==> config.mk <==
export PLATFORM = sky130hd
export DESIGN_NAME = line_pixel_generator
export DESIGN_NICKNAME = d
export VERILOG_FILES = /design/src/rtl/lpg_pkg.sv /design/src/rtl/lpg_setup.sv /design/src/rtl/lpg_step.sv /design/src/rtl/lpg_out_buf.sv /design/src/rtl/line_pixel_generator.sv
export VERILOG_INCLUDE_DIRS = /design/src /design/src/rtl
export SDC_FILE = /design/constraint.sdc
export NUM_CORES = 1
export LEC_CHECK = 0
export BUFFER_PORTS_ARGS = -buffer_cell sky130_fd_sc_hd__clkbuf_2
export CELL_PAD_IN_SITES_DETAIL_PLACEMENT = 1
export CELL_PAD_IN_SITES_GLOBAL_PLACEMENT = 2
export CORE_MARGIN = 2
export CORE_UTILIZATION = 30
export DETAILED_ROUTE_END_ITERATION = 6
export MAX_ROUTING_LAYER = met4
export PLACE_DENSITY = 0.62
export SYNTH_ARGS = -nofsm -noshare
export SYNTH_HDL_FRONTEND = slang
export SYNTH_SLANG_ARGS = --single-unit
==> constraint.sdc <==
create_clock -name clk_i -period 4.2 [get_ports clk_i]
set_input_delay 0.63 -clock clk_i [delete_from_list [all_inputs] [get_ports clk_i]]
set_output_delay 0.63 -clock clk_i [all_outputs]
set_load 0.005 [all_outputs]
==> src/rtl/line_pixel_generator_defines.svh <==
// Assertion macros for the line pixel generator.
// Used by line_pixel_generator.sv; needs clk_i and rst_ni in scope.
`ifndef LINE_PIXEL_GENERATOR_DEFINES_SVH
`define LINE_PIXEL_GENERATOR_DEFINES_SVH

`ifndef SYNTHESIS
`define LPG_ASSERT(name, prop, msg) \
  name: assert property (@(posedge clk_i) disable iff (!rst_ni) (prop)) else $error(msg);
`define LPG_ASSERT_NEXT(name, ante, cons, msg) \
  name: assert property (@(posedge clk_i) disable iff (!rst_ni) (ante) |=> (cons)) \
    else $error(msg);
`define LPG_ASSERT_NEVER(name, cond, msg) \
  name: assert property (@(posedge clk_i) disable iff (!rst_ni) !(cond)) else $error(msg);
`else
`define LPG_ASSERT(name, prop, msg)
`define LPG_ASSERT_NEXT(name, ante, cons, msg)
`define LPG_ASSERT_NEVER(name, cond, msg)
`endif

`endif

==> src/rtl/lpg_pkg.sv <==
// Shared constants and types for the line pixel generator.
// No dependencies.
package lpg_pkg;

  localparam int COORD_BITS = 10;
  localparam int ERR_BITS   = COORD_BITS + 3;
  localparam int STRT_BITS  = COORD_BITS + 2;

  typedef enum logic {
    CMD_START = 1'b0,
    CMD_STEP  = 1'b1
  } cmd_e;

  typedef struct packed {
    logic [COORD_BITS-1:0]      cur_x;
    logic [COORD_BITS-1:0]      cur_y;
    logic [COORD_BITS-1:0]      target_x;
    logic [COORD_BITS-1:0]      target_y;
    logic signed [ERR_BITS-1:0] error_term;
    logic signed [ERR_BITS-1:0] diag_inc;
    logic [STRT_BITS-1:0]       straight_inc;
    logic                       x_neg;
    logic                       y_neg;
    logic                       x_major;
    logic                       active;
  } line_state_t;

  typedef struct packed {
    logic [COORD_BITS-1:0] pixel_x;
    logic [COORD_BITS-1:0] pixel_y;
    logic                  last_pixel;
    logic                  pixel_valid;
  } pixel_t;

endpackage

==> src/rtl/lpg_setup.sv <==
// Line setup: directions, major axis, increments and error term from endpoints.
// Depends on lpg_pkg.
module lpg_setup (
  input  logic [lpg_pkg::COORD_BITS-1:0] start_x_i,
  input  logic [lpg_pkg::COORD_BITS-1:0] start_y_i,
  input  logic [lpg_pkg::COORD_BITS-1:0] end_x_i,
  input  logic [lpg_pkg::COORD_BITS-1:0] end_y_i,
  output lpg_pkg::line_state_t           state_o,
  output logic                           last_o
);
  import lpg_pkg::*;

  logic                       x_neg, y_neg, x_major;
  logic [COORD_BITS-1:0]      dx, dy, major, minor;
  logic signed [ERR_BITS-1:0] maj_s, min_s;
  logic [STRT_BITS-1:0]       straight;

  always_comb begin
    x_neg   = !(start_x_i < end_x_i);
    y_neg   = !(start_y_i < end_y_i);
    dx      = x_neg ? start_x_i - end_x_i : end_x_i - start_x_i;
    dy      = y_neg ? start_y_i - end_y_i : end_y_i - start_y_i;
    x_major = dx > dy;
    major   = x_major ? dx : dy;
    minor   = x_major ? dy : dx;
    maj_s   = signed'({{(ERR_BITS-COORD_BITS){1'b0}}, major});
    min_s   = signed'({{(ERR_BITS-COORD_BITS){1'b0}}, minor});
    straight = {{(STRT_BITS-COORD_BITS-1){1'b0}}, minor, 1'b0};

    last_o = x_major ? (start_x_i == end_x_i) : (start_y_i == end_y_i);

    state_o.cur_x        = start_x_i;
    state_o.cur_y        = start_y_i;
    state_o.target_x     = end_x_i;
    state_o.target_y     = end_y_i;
    state_o.diag_inc     = (min_s - maj_s) <<< 1;
    state_o.straight_inc = straight;
    state_o.error_term   = signed'({{(ERR_BITS-STRT_BITS){1'b0}}, straight}) - maj_s;
    state_o.x_neg        = x_neg;
    state_o.y_neg        = y_neg;
    state_o.x_major      = x_major;
    state_o.active       = !last_o;
  end

endmodule

==> src/rtl/lpg_step.sv <==
// One Bresenham step: moves the current pixel and updates the error term.
// Depends on lpg_pkg.
module lpg_step (
  input  lpg_pkg::line_state_t state_i,
  output lpg_pkg::line_state_t state_o,
  output logic                 last_o
);
  import lpg_pkg::*;

  logic                  diag;
  logic                  move_x, move_y;
  logic [COORD_BITS-1:0] nx, ny;

  always_comb begin
    diag   = !state_i.error_term[ERR_BITS-1];
    move_x = diag || state_i.x_major;
    move_y = diag || !state_i.x_major;
    nx = state_i.cur_x;
    ny = state_i.cur_y;
    if (move_x) begin
      nx = state_i.x_neg ? state_i.cur_x - 1'b1 : state_i.cur_x + 1'b1;
    end
    if (move_y) begin
      ny = state_i.y_neg ? state_i.cur_y - 1'b1 : state_i.cur_y + 1'b1;
    end
    last_o = state_i.x_major ? (nx == state_i.target_x) : (ny == state_i.target_y);

    state_o       = state_i;
    state_o.cur_x = nx;
    state_o.cur_y = ny;
    if (diag) begin
      state_o.error_term = state_i.error_term + state_i.diag_inc;
    end else begin
      state_o.error_term = state_i.error_term
                         + signed'({{(ERR_BITS-STRT_BITS){1'b0}}, state_i.straight_inc});
    end
    state_o.active = !last_o;
  end

endmodule

==> src/rtl/lpg_out_buf.sv <==
// Two-entry output buffer (output register plus skid register).
// Depends on lpg_pkg.
module lpg_out_buf (
  input  logic            clk_i,
  input  logic            rst_ni,
  input  logic            in_valid_i,
  input  lpg_pkg::pixel_t in_data_i,
  output logic            in_stall_o,
  output logic            out_valid_o,
  output lpg_pkg::pixel_t out_data_o,
  input  logic            out_stall_i
);
  import lpg_pkg::*;

  logic   out_valid_q, skid_valid_q;
  logic   out_valid_d, skid_valid_d;
  pixel_t out_q, skid_q, out_d, skid_d;
  logic   in_acc, out_free;

  assign in_acc   = in_valid_i && !skid_valid_q;
  assign out_free = !out_valid_q || !out_stall_i;

  always_comb begin
    out_valid_d  = out_valid_q;
    skid_valid_d = skid_valid_q;
    out_d        = out_q;
    skid_d       = skid_q;
    if (out_free) begin
      if (skid_valid_q) begin
        out_d        = skid_q;
        out_valid_d  = 1'b1;
        skid_valid_d = 1'b0;
      end else begin
        out_d       = in_data_i;
        out_valid_d = in_acc;
      end
    end else if (in_acc) begin
      skid_d       = in_data_i;
      skid_valid_d = 1'b1;
    end
  end

  always_ff @(posedge clk_i or negedge rst_ni) begin
    if (!rst_ni) begin
      out_valid_q  <= 1'b0;
      skid_valid_q <= 1'b0;
    end else begin
      out_valid_q  <= out_valid_d;
      skid_valid_q <= skid_valid_d;
    end
  end

  always_ff @(posedge clk_i) begin
    out_q  <= out_d;
    skid_q <= skid_d;
  end

  assign in_stall_o  = skid_valid_q;
  assign out_valid_o = out_valid_q;
  assign out_data_o  = out_q;

endmodule

==> src/rtl/line_pixel_generator.sv <==
// Bresenham line rasterizer, all octants. An accepted request's pixel is registered in the
// output register, or in the skid register if the output stalls. Throughput: one request per
// cycle while not stalled; the line state register is updated in the same cycle the request is taken.
// A two-entry output buffer keeps requests flowing while one result waits.
// Reset (async, active low) clears the line state (no line active) and the buffer.
// Depends on lpg_pkg, lpg_setup, lpg_step, lpg_out_buf and the defines header.
`include "line_pixel_generator_defines.svh"

module line_pixel_generator (
  input  logic                           clk_i,
  input  logic                           rst_ni,
  input  logic                           in_valid_i,
  output logic                           in_stall_o,
  input  logic                           command_i,
  input  logic [lpg_pkg::COORD_BITS-1:0] start_x_i,
  input  logic [lpg_pkg::COORD_BITS-1:0] start_y_i,
  input  logic [lpg_pkg::COORD_BITS-1:0] end_x_i,
  input  logic [lpg_pkg::COORD_BITS-1:0] end_y_i,
  output logic                           out_valid_o,
  input  logic                           out_stall_i,
  output logic [lpg_pkg::COORD_BITS-1:0] pixel_x_o,
  output logic [lpg_pkg::COORD_BITS-1:0] pixel_y_o,
  output logic                           last_pixel_o,
  output logic                           pixel_valid_o
);
  import lpg_pkg::*;

  line_state_t state_q, state_d, setup_state, step_state;
  logic        setup_last, step_last;
  logic        in_acc, is_step;
  pixel_t      result, out_data;

  lpg_setup u_setup (
    .start_x_i (start_x_i),
    .start_y_i (start_y_i),
    .end_x_i   (end_x_i),
    .end_y_i   (end_y_i),
    .state_o   (setup_state),
    .last_o    (setup_last)
  );

  lpg_step u_step (
    .state_i (state_q),
    .state_o (step_state),
    .last_o  (step_last)
  );

  assign in_acc  = in_valid_i && !in_stall_o;
  assign is_step = (command_i == CMD_STEP);

  always_comb begin
    state_d = state_q;
    result  = '0;
    if (!is_step) begin
      state_d            = setup_state;
      result.pixel_x     = setup_state.cur_x;
      result.pixel_y     = setup_state.cur_y;
      result.last_pixel  = setup_last;
      result.pixel_valid = 1'b1;
    end else if (state_q.active) begin
      state_d            = step_state;
      result.pixel_x     = step_state.cur_x;
      result.pixel_y     = step_state.cur_y;
      result.last_pixel  = step_last;
      result.pixel_valid = 1'b1;
    end
  end

  always_ff @(posedge clk_i or negedge rst_ni) begin
    if (!rst_ni) begin
      state_q <= '0;
    end else if (in_acc) begin
      state_q <= state_d;
    end
  end

  lpg_out_buf u_out_buf (
    .clk_i       (clk_i),
    .rst_ni      (rst_ni),
    .in_valid_i  (in_valid_i),
    .in_data_i   (result),
    .in_stall_o  (in_stall_o),
    .out_valid_o (out_valid_o),
    .out_data_o  (out_data),
    .out_stall_i (out_stall_i)
  );

  assign pixel_x_o     = out_data.pixel_x;
  assign pixel_y_o     = out_data.pixel_y;
  assign last_pixel_o  = out_data.last_pixel;
  assign pixel_valid_o = out_data.pixel_valid;

  `LPG_ASSERT_NEXT(a_idle_step_keeps_state, in_acc && is_step && !state_q.active, $stable(state_q), "step with no line changed state")
  `LPG_ASSERT_NEXT(a_point_line_inactive, in_acc && !is_step && (start_x_i == end_x_i) && (start_y_i == end_y_i), !state_q.active, "one-point line left active")
  `LPG_ASSERT_NEVER(a_stall_needs_output, in_stall_o && !out_valid_o, "input stalled with empty output")
  `LPG_ASSERT(a_last_ends_line, (in_acc && result.last_pixel) |=> !state_q.active, "line still active after last pixel")

endmodule

==> metrics.cfg, run 1 <==
[synthesis]
synth_nets=1218
synthesis.area_um2=9780
synth.area.top_cells=dfrtp_1, edfxtp_1, ha_1
ys_ff_latch=124
synth-edff-count=44
yosysSeqAreaShare_pct=34.0
ys.flop_type=dfrtp_1
synth.avg_cell_area_um2=9.05
synth_top_area_share_pct=20.5
synthArstFlopShare_pct=64.5
ys_warn_count=0
syn_inst=1081
ys_types=80
synth_top_area_cell=dfrtp_1

[layout]
nets=1543
fin_cells=1861
area_growth_pct=45.0
final_area_um2=14200
final_util_pct=43.9
layout-drive-gt1-share_pct=38.8
mostFrequentLayoutCells=buf_4, nand2_1, dfrtp_1
final_common_cell=buf_4
diodes=0

[place]
placed_cells=1795
port-buffer-count=68
place_area_um2=12600
dp_hpwl_um=26700
place_ws_ns=-2.11
gp_congestion=0.832

[worst_setup_path]
worst_ep_arrival_time_ns=5.92
slowest_stage=or3_1
reg2reg_depth=14
crit_top_cell=o21ai_1
cp-start-kind=input pin
path_depth=32
critPathBufInv=9
end_kind=flip-flop
path_delay_family=compound AO/OA/AOI/OAI gates
required_ns=4.53
crit_fanout=6
worstSetupPathType=input pin to flip-flop
max_stage_delay_ns=0.38

[floorplan]
die_area_um2=34100
dieHeight_um=185
boundaryPins=69
core_um2=32300
start_util_pct=30.3
die_w_um=185
fp-row-count=66

[grt]
grt_pass1_wl_um=54800
grt_max_degree=63
antenna_found_initial=0
overflow=0
track_usage_pct=21.7
grt_pass1_vias=9732

[clock_tree]
holdBufCountCts=0
clkTransAtPathRegs_ns=0.07
tritoncts=done
worstSkewPairLatency_ns=0.44
cts.sinks=124
cts-htree-levels=4
clk_path_buf_depth=2
clockRootBuffer=clkbuf_16
numCtsBuffers=17

[timing]
finalClockSkew_ns=0.0104
fmax_mhz=179
min_period_ns=5.60
final_hold_viol_count=0
drv_slew=0
worst_slew_pin_slew_ns=1.16
hold_ws_ns=0.286
setup_viol=36
grt_setup_unrepaired=yes
max-slew-margin-rel_pct=22.9
setup_slack_ns=-1.40
finalCritPeriodShare_pct=133

[run_status]
status=finished, violations left
violations=setup timing

[detailed_routing]
ant_nets=0
routed_via_density=4.93
dr.pass1.iters=4
routed-via-count=9173
postRouteWirelength_um=35100
drc_errors=0
routedWlPerCell_um=18.8
drtIter0Drc=383

[power_and_ir_drop]
ir_worst_vdd_mv=0.480
cellLeakagePower_nw=6.67
power_density_nw_per_um2=783

[min_path]
hp-class=input pin to async pin

[run]
cap_violations=0

[flip-flops by register name, indices dropped and copies added (netlist names)]
signal / cells
state_q: 78
u_out_buf.out_data_o: 22
u_out_buf.skid_q: 22
u_out_buf.in_stall_o: 1
u_out_buf.out_valid_o: 1
[through the flow]
step,setup TNS [ns],power [mW]
after floorplan,-29.99,5.87
after global placement,-45.76,8.06
after detailed placement,-50.89,8.17
after CTS,-26.85,10.5
after global routing,-38.12,11.9
final,-30.15,11.1
[Yosys cell counts, drive strengths merged, types with 3 or more instances]
| cell type | count |
|---|---|
| o21a | 12 |
| a221oi | 3 |
| o21ai | 83 |
| dfrtp | 80 |
| buf | 12 |
| ha | 85 |
| a2111oi | 5 |
| a31oi | 6 |
| o21bai | 12 |
| a21o | 28 |
| nor2 | 50 |
| nand3 | 12 |
| nor3b | 5 |
| and2 | 5 |
| xnor2 | 56 |
| xor2 | 20 |
| a221o | 5 |
| a211oi | 11 |
| nand4 | 7 |
| o31ai | 7 |
| a211o | 3 |
| clkbuf | 35 |
| or2 | 3 |
| o22ai | 18 |
| o41ai | 3 |
| a22o | 4 |
| o221ai | 5 |
| fa | 7 |
| nor2b | 9 |
| nor3 | 18 |
| edfxtp | 44 |
| mux2 | 40 |
| a21oi | 74 |
| nand2 | 149 |
| or3 | 3 |
| nand2b | 12 |
| mux2i | 25 |
| and3 | 10 |
| a22oi | 3 |
| inv | 75 |
| nor4 | 9 |
[where the power goes]
group / internal (mW) / switching [mW] / total [mW]
sequential: 1.65 / 0.268 / 1.92
clock: 1.01 / 0.658 / 1.67
combinational: 3.77 / 3.74 / 7.51
[per-layer routing]
metal	vias up	global-route usage [%]	routed length [um]
li1	4510	-	-
met1	4520	27.6	16500
met2	115	36.6	17300
met3	28	2.77	678
met4	0	4.93	618
met5	-	-	0
[repair_timing]
item	CTS	global route
setup buffers	18	21
gates resized for setup	71	79
pin swaps	40	33
gates cloned	1	0
setup endpoints to repair	36	37
[layout make-up]
cell class | count | area [um2]
clock buffers | 18 | 429
clock inverters | 14 | 205
fillers | 3722 | 18100
inverters | 75 | 309
multi-input cells | 836 | 6740
flip-flops and latches | 124 | 3320
well taps | 442 | 553
repair buffers | 352 | 2620
[kinds of logic (layout without fill, tap and decap cells)]
kind of cell | count (synthesis) | after routing | share of synthesized area, %
buffers and inverters | 122 | 459 | 4.85
flip-flops | 124 | 124 | 34.0
AND/OR/NAND/NOR | 300 | 301 | 14.1
XOR/XNOR | 77 | 77 | 7.20
adder cells (fa/ha/maj) | 94 | 94 | 12.5
AO/OA/AOI/OAI | 298 | 298 | 20.1
other | 1 | 1 | 0.0384
multiplexers | 65 | 65 | 7.20
[path summary, 6_finish.rpt]
kind / from / to / slack, ns
worst min-delay path: rst_ni / state_q[36] / 0.29
min in group clk_i: in_valid_i / u_out_buf.out_valid_o / 0.41
max in group asynchronous: rst_ni / state_q[7] / 3.05
worst max register to register: state_q[41] / state_q[41] / 0.54
worst min register to register: state_q[7] / state_q[7] / 0.48
worst max-delay path: start_y_i[0] / state_q[38] / -1.40
No activity file was read; power rests on OpenSTA's default activity.
==> run 2, diff against run 1 <==
--- a/config.mk
+++ b/config.mk
@@ -6,14 +6,14 @@
 export SDC_FILE = /design/constraint.sdc
 export NUM_CORES = 1
 export LEC_CHECK = 0
-export BUFFER_PORTS_ARGS = -buffer_cell sky130_fd_sc_hd__clkbuf_2
 export CELL_PAD_IN_SITES_DETAIL_PLACEMENT = 1
 export CELL_PAD_IN_SITES_GLOBAL_PLACEMENT = 2
 export CORE_MARGIN = 2
 export CORE_UTILIZATION = 30
 export DETAILED_ROUTE_END_ITERATION = 6
+export DONT_BUFFER_PORTS = 1
 export MAX_ROUTING_LAYER = met4
-export PLACE_DENSITY = 0.62
+export PLACE_DENSITY = 0.59
 export SYNTH_ARGS = -nofsm -noshare
 export SYNTH_HDL_FRONTEND = slang
 export SYNTH_SLANG_ARGS = --single-unit
==> run 2 against run 1 <==
- the flow still finishes with violations (setup timing)
- total power down 2.2%
- cell count fell by 4.3%
- design area down 2.7%
- die area stayed put
- core utilization down 1.2 points
- critical path depth is 1 lower
- via count down 4.4%
- critical path type unchanged
- count of clock-buffer cells in the layout did not move
- critical endpoint is now state_q[39]
- largest cell class unchanged
- combinational power decreased by 1%
- routed wire length down 2.1%
==> metrics.cfg, run 2 (same netlist as run 1, synthesis figures left out) <==
[place]
dp_hpwl_um=26200  ; was 26,700 um
port-buffer-count=0  ; was 68
gp_congestion=0.856  ; was 0.832
place_ws_ns=-1.84  ; was -2.11 ns

[worst_setup_path]
worst_ep_arrival_time_ns=5.54  ; was 5.92 ns
crit_top_cell=nor2_1  ; was o21ai_1
reg2reg_depth=14  ; unchanged
max_stage_delay_ns=0.34  ; was 0.38 ns
slowest_stage=fa_2  ; was or3_1
worstSetupPathType=input pin to flip-flop  ; unchanged
end_kind=flip-flop  ; unchanged
required_ns=4.51  ; was 4.53 ns
cp-start-kind=input pin  ; unchanged
crit_fanout=8  ; was 6

[timing]
final_hold_viol_count=0  ; unchanged
setup_slack_ns=-1.03  ; was -1.40 ns
min_period_ns=5.23  ; was 5.60 ns
finalCritPeriodShare_pct=125  ; was 133%
fmax_mhz=191  ; was 179 MHz
hold_ws_ns=0.0810  ; was 0.286 ns
setup_viol=26  ; was 36
worst_slew_pin_slew_ns=1.12  ; was 1.16 ns
grt_setup_unrepaired=yes  ; unchanged
drv_slew=0  ; unchanged
finalClockSkew_ns=0.0139  ; was 0.0104 ns
max-slew-margin-rel_pct=25.1  ; was 22.9%

[clock_tree]
numCtsBuffers=17  ; unchanged
tritoncts=done  ; unchanged
cts-htree-levels=4  ; unchanged
worstSkewPairLatency_ns=0.44  ; about the same
clkTransAtPathRegs_ns=0.07  ; about the same
clk_path_buf_depth=2  ; unchanged
cts.sinks=124  ; unchanged
clockRootBuffer=clkbuf_16  ; unchanged

[run_status]
violations=setup timing  ; unchanged
status=finished, violations left  ; unchanged

[detailed_routing]
dr.pass1.iters=4  ; unchanged
route.met3.wl_um=1150  ; was 678 um
routedWlPerCell_um=19.3  ; was 18.8 um
routed_via_density=4.93  ; about the same
postRouteWirelength_um=34400  ; was 35,100 um
drtIter0Drc=351  ; was 383
wl_met1_um=16400  ; was 16,500 um
ant_nets=0  ; unchanged
drc_errors=0  ; unchanged
top_layer=met4  ; unchanged
met2_length_um=16200  ; was 17,300 um
routed-via-count=8772  ; was 9,173

[floorplan]
start_util_pct=30.3  ; unchanged
dieHeight_um=185  ; unchanged
fp-row-count=66  ; unchanged
core_um2=32300  ; unchanged
die_w_um=185  ; unchanged
boundaryPins=69  ; unchanged
die_area_um2=34100  ; unchanged

[power_and_ir_drop]
ir_worst_vdd_mv=0.360  ; was 0.480 mV
power_density_nw_per_um2=787  ; was 783 nW/um2
cellLeakagePower_nw=6.30  ; was 6.67 nW

[grt]
grt_max_degree=81  ; was 63
antenna_found_initial=0  ; unchanged
grt_pass1_vias=9328  ; was 9,732
grt_pass1_wl_um=53200  ; was 54,800 um
track_usage_pct=21.2  ; was 21.7%
overflow=0  ; unchanged

[layout]
diodes=0  ; unchanged
top_register=state_q  ; unchanged
mostFrequentLayoutCells=buf_4, nand2_1, dfrtp_1  ; unchanged
area_growth_pct=41.1  ; was 45.0%
nets=1463  ; was 1,543
final_common_cell=buf_4  ; unchanged
layout-drive-gt1-share_pct=36.5  ; was 38.8%
largest_reg_flops=78  ; unchanged

[run]
cap_violations=0  ; unchanged

[min_path]
hp-class=input pin to async pin  ; unchanged

## run 2: cell types whose count changed in the layout (fill, tap and decap cells not counted), sizes merged
cell	before	now
clkinvlp	0	3
clkbuf	85	19
inv	83	78
or2	4	3
buf	285	272
clkinv	2	7
bufinv	4	1
## run 2: critical path: cells and delay by family
kind | cells | cell delay (ns)
XOR/XNOR | 2 | 0.46
adder cells (fa/ha/maj) | 4 | 0.92
AND/OR/NAND/NOR | 8 | 1.23
AO/OA/AOI/OAI | 12 | 1.76
buffers and inverters | 4 | 0.30
multiplexers | 1 | 0.25
## run 2: layout make-up
cell class	instances	area (um2)
clock inverters	14	138
inverters	75	320
clock buffers	18	429
fillers	3697	18500
repair buffers	273	2200
flip-flops and latches	124	3320
well taps	442	553
multi-input cells	835	6830
## run 2: path summary, 6_finish.rpt
check / end / start / slack (ns)
max: state_q[39] / start_y_i[0] / -1.03
min reg2reg: state_q[14] / state_q[14] / 0.48
min in group clk_i: u_out_buf.out_valid_o / in_valid_i / 0.32
max reg2reg: state_q[41] / state_q[41] / 0.32
max in group asynchronous: state_q[71] / rst_ni / 3.72
min: state_q[21] / rst_ni / 0.08
## run 2: power by group
part | switching (mW) | internal [mW]
Sequential | 0.286 | 1.65
Combinational | 3.67 | 3.76
Clock | 0.667 | 0.826
Total | 4.62 | 6.23
## run 2: what timing repair did
item / 4_1_cts / 5_1_grt
hold endpoints to repair: 80 / 0
setup endpoints to repair: 33 / 34
pin swaps: 43 / 36
gates resized for setup: 100 / 68
hold buffers: 1 / 0
setup buffers: 20 / 26
gates cloned: 0 / 1
## run 2: per-layer routing
| layer | GRT usage, % | vias up |
|---|---|---|
| li1 | - | 4340 |
| met3 | 2.92 | 38 |
| met1 | 28.0 | 4276 |
| met4 | 5.86 | 0 |
| met5 | - | - |
| met2 | 34.1 | 118 |
## run 2: per-stage QoR
stage	TNS, ns	util, %	instance area (um2)	power [mW]	std cells
after floorplan	-29.99	-	10000	5.87	1081
after global placement	-37.78	37.4	12100	7.90	1708
after detailed placement	-42.24	37.4	12100	7.99	1708
after CTS	-15.16	41.1	13300	10.3	1761
after global routing	-24.99	42.7	13800	11.7	1781
final	-16.92	42.7	13800	10.9	1781
==> run 3, diff against run 2 <==
--- a/config.mk
+++ b/config.mk
@@ -14,6 +14,7 @@
 export DONT_BUFFER_PORTS = 1
 export MAX_ROUTING_LAYER = met4
 export PLACE_DENSITY = 0.59
+export RECOVER_POWER = 25
 export SYNTH_ARGS = -nofsm -noshare
 export SYNTH_HDL_FRONTEND = slang
 export SYNTH_SLANG_ARGS = --single-unit
==> run 3 against run 2 <==
- the run ends with capacitance limit, slew limit, setup timing left
- count of clock-buffer cells in the layout is the same
- routed wire length barely moved
- combinational power about the same
- total power hardly changed
- design area decreased by 0.16%
- via count is 0.14% higher
- register-to-register slack hardly changed
- clock power barely moved
- hold slack better by 0.24 ns
- die area unchanged
==> metrics.cfg, run 3 (same netlist as run 1, synthesis figures left out) <==
[detailed_routing]
drc_errors=0  ; unchanged
routedWlPerCell_um=19.3  ; about the same
dr.pass1.iters=5  ; was 4
postRouteWirelength_um=34300  ; was 34,400 um
drtIter0Drc=380  ; was 351
routed_via_density=4.93  ; about the same
routed-via-count=8784  ; was 8,772
ant_nets=0  ; unchanged

[place]
dp_hpwl_um=26200  ; unchanged
place_area_um2=12100  ; unchanged
place_ws_ns=-1.84  ; unchanged
gp_congestion=0.856  ; unchanged
placed_cells=1708  ; unchanged
port-buffer-count=0  ; unchanged

[timing]
worst_slew_pin_slew_ns=2.33  ; was 1.12 ns
min_period_ns=5.23  ; about the same
final_hold_viol_count=0  ; unchanged
grt_setup_unrepaired=yes  ; unchanged
fmax_mhz=191  ; about the same
finalCritPeriodShare_pct=125  ; about the same
finalClockSkew_ns=0.0140  ; was 0.0139 ns
setup_viol=26  ; unchanged
tns_ns=-16.81  ; was -16.92 ns
drv_slew=81  ; was 0
max-slew-margin-rel_pct=-55.1  ; was 25.1%
setup_slack_ns=-1.03  ; about the same

[floorplan]
fp-row-count=66  ; unchanged
dieHeight_um=185  ; unchanged
core_um2=32300  ; unchanged
die_area_um2=34100  ; unchanged
boundaryPins=69  ; unchanged
start_util_pct=30.3  ; unchanged
die_w_um=185  ; unchanged

[clock_tree]
clk_path_buf_depth=2  ; unchanged
numCtsBuffers=17  ; unchanged
cts.sinks=124  ; unchanged
worstSkewPairLatency_ns=0.44  ; about the same
cts-htree-levels=4  ; unchanged
clkTransAtPathRegs_ns=0.07  ; about the same
clockRootBuffer=clkbuf_16  ; unchanged
tritoncts=done  ; unchanged

[run]
cap_violations=1  ; was 0

[layout]
final_common_cell=buf_4  ; unchanged
fin_cells=1781  ; unchanged
top_register=state_q  ; unchanged
layout-drive-gt1-share_pct=36.5  ; unchanged
final_area_um2=13800  ; about the same
largest_reg_flops=78  ; unchanged
mostFrequentLayoutCells=buf_4, nand2_1, dfrtp_1  ; unchanged
nets=1463  ; unchanged
fill_cells=3699  ; was 3,697
area_growth_pct=40.9  ; was 41.1%
diodes=0  ; unchanged

[worst_setup_path]
cp-start-kind=input pin  ; unchanged
worst_ep_arrival_time_ns=5.54  ; about the same
crit_top_cell=nor2_1  ; unchanged
slowest_stage=fa_2  ; unchanged
worstSetupPathType=input pin to flip-flop  ; unchanged
ff2ff_setup_slack_ns=0.33  ; was 0.32 ns
required_ns=4.51  ; about the same
max_stage_delay_ns=0.34  ; about the same
reg2reg_from=state_q[41]  ; unchanged
critPathLaunch=start_y_i[0]  ; unchanged
end_kind=flip-flop  ; unchanged
crit_fanout=8  ; unchanged

[power_and_ir_drop]
p_seq_share_pct=17.9  ; was 17.8%
p_sw_mw=4.61  ; was 4.62 mW
power_density_nw_per_um2=787  ; about the same
internal_power_mw=6.23  ; about the same
power.share.clock_pct=13.8  ; about the same
ir_worst_vdd_mv=0.359  ; was 0.360 mV
combPwrFrac_pct=68.4  ; about the same
p_total_mw=10.8  ; was 10.9 mW
cellLeakagePower_nw=6.29  ; was 6.30 nW
switching_share_pct=42.5  ; was 42.6%

[grt]
grt_pass1_wl_um=53200  ; unchanged
overflow=0  ; unchanged
grt_pass1_vias=9328  ; unchanged
grt_max_degree=81  ; unchanged
track_usage_pct=21.2  ; unchanged
antenna_found_initial=0  ; unchanged

[run_status]
status=finished, violations left  ; unchanged
violations=capacitance limit, slew limit, setup timing  ; was setup timing

[min_path]
hold_path.startpoint=in_valid_i
hp-class=input pin to flip-flop  ; was input pin to async pin

-- run 3: cell count changes in the layout (fill, tap and decap cells not counted) --
cell | before | now
clkbuf_2 | 0 | 1
buf_16 | 1 | 0
-- run 3: stage by stage --
step / util (%) / hold slack (ns)
6_report: 42.7 / 0.316
5_1_grt: 42.7 / 0.307
4_1_cts: 41.1 / 0.111
3_5_place_dp: 37.4 / 0.345
3_3_place_gp: 37.4 / 0.345
2_1_floorplan: - / 0.334
-- run 3: worst max-delay path: cells and delay by family --
| kind | cells | cell delay (ns) |
|---|---|---|
| XOR/XNOR | 2 | 0.45 |
| AND/OR/NAND/NOR | 8 | 1.24 |
| AO/OA/AOI/OAI | 12 | 1.76 |
| buffers and inverters | 4 | 0.30 |
| adder cells (fa/ha/maj) | 4 | 0.92 |
| multiplexers | 1 | 0.25 |
-- run 3: worst paths after layout --
check,to,depth (start not counted)
min reg2reg,state_q[14],2
min in group asynchronous,state_q[21],1
max,state_q[39],31
max in group asynchronous,state_q[71],1
max reg2reg,state_q[41],14
min,u_out_buf.out_valid_o,2
-- run 3: power groups by stage --
stage                     Combinational [mW]  Sequential (mW)  Clock (mW)
final                                   7.42             1.94        1.49
after global routing                    8.11             1.99        1.58
after CTS                               6.81             1.94        1.53
after detailed placement                6.03             1.96           0
after global placement                  5.95             1.95           0
after floorplan                         4.02             1.86           0
-- run 3: layout make-up --
type / instances / area, um2 / area share [%]
Inverter: 75 / 320 / 2.33
Multi-Input combinational cell: 835 / 6830 / 49.6
Clock inverter: 14 / 138 / 0.999
Timing Repair Buffer: 273 / 2180 / 15.8
Clock buffer: 18 / 429 / 3.12
Sequential cell: 124 / 3320 / 24.1
Tap cell: 442 / 553 / 4.02
-- run 3: what timing repair did --
action / 4_1_cts / 5_1_grt
gates resized for setup: 100 / 68
hold endpoints to repair: 80 / 0
setup endpoints to repair: 33 / 34
hold buffers: 1 / 0
cloned: 0 / 1
pin swaps: 43 / 36
buffers inserted: 20 / 26
-- run 3: routing by layer --
layer	global-route usage [%]	share of wire, %
met5	-	0
met4	5.86	1.8
met3	2.92	2.9
met2	34.1	47
met1	28.0	48
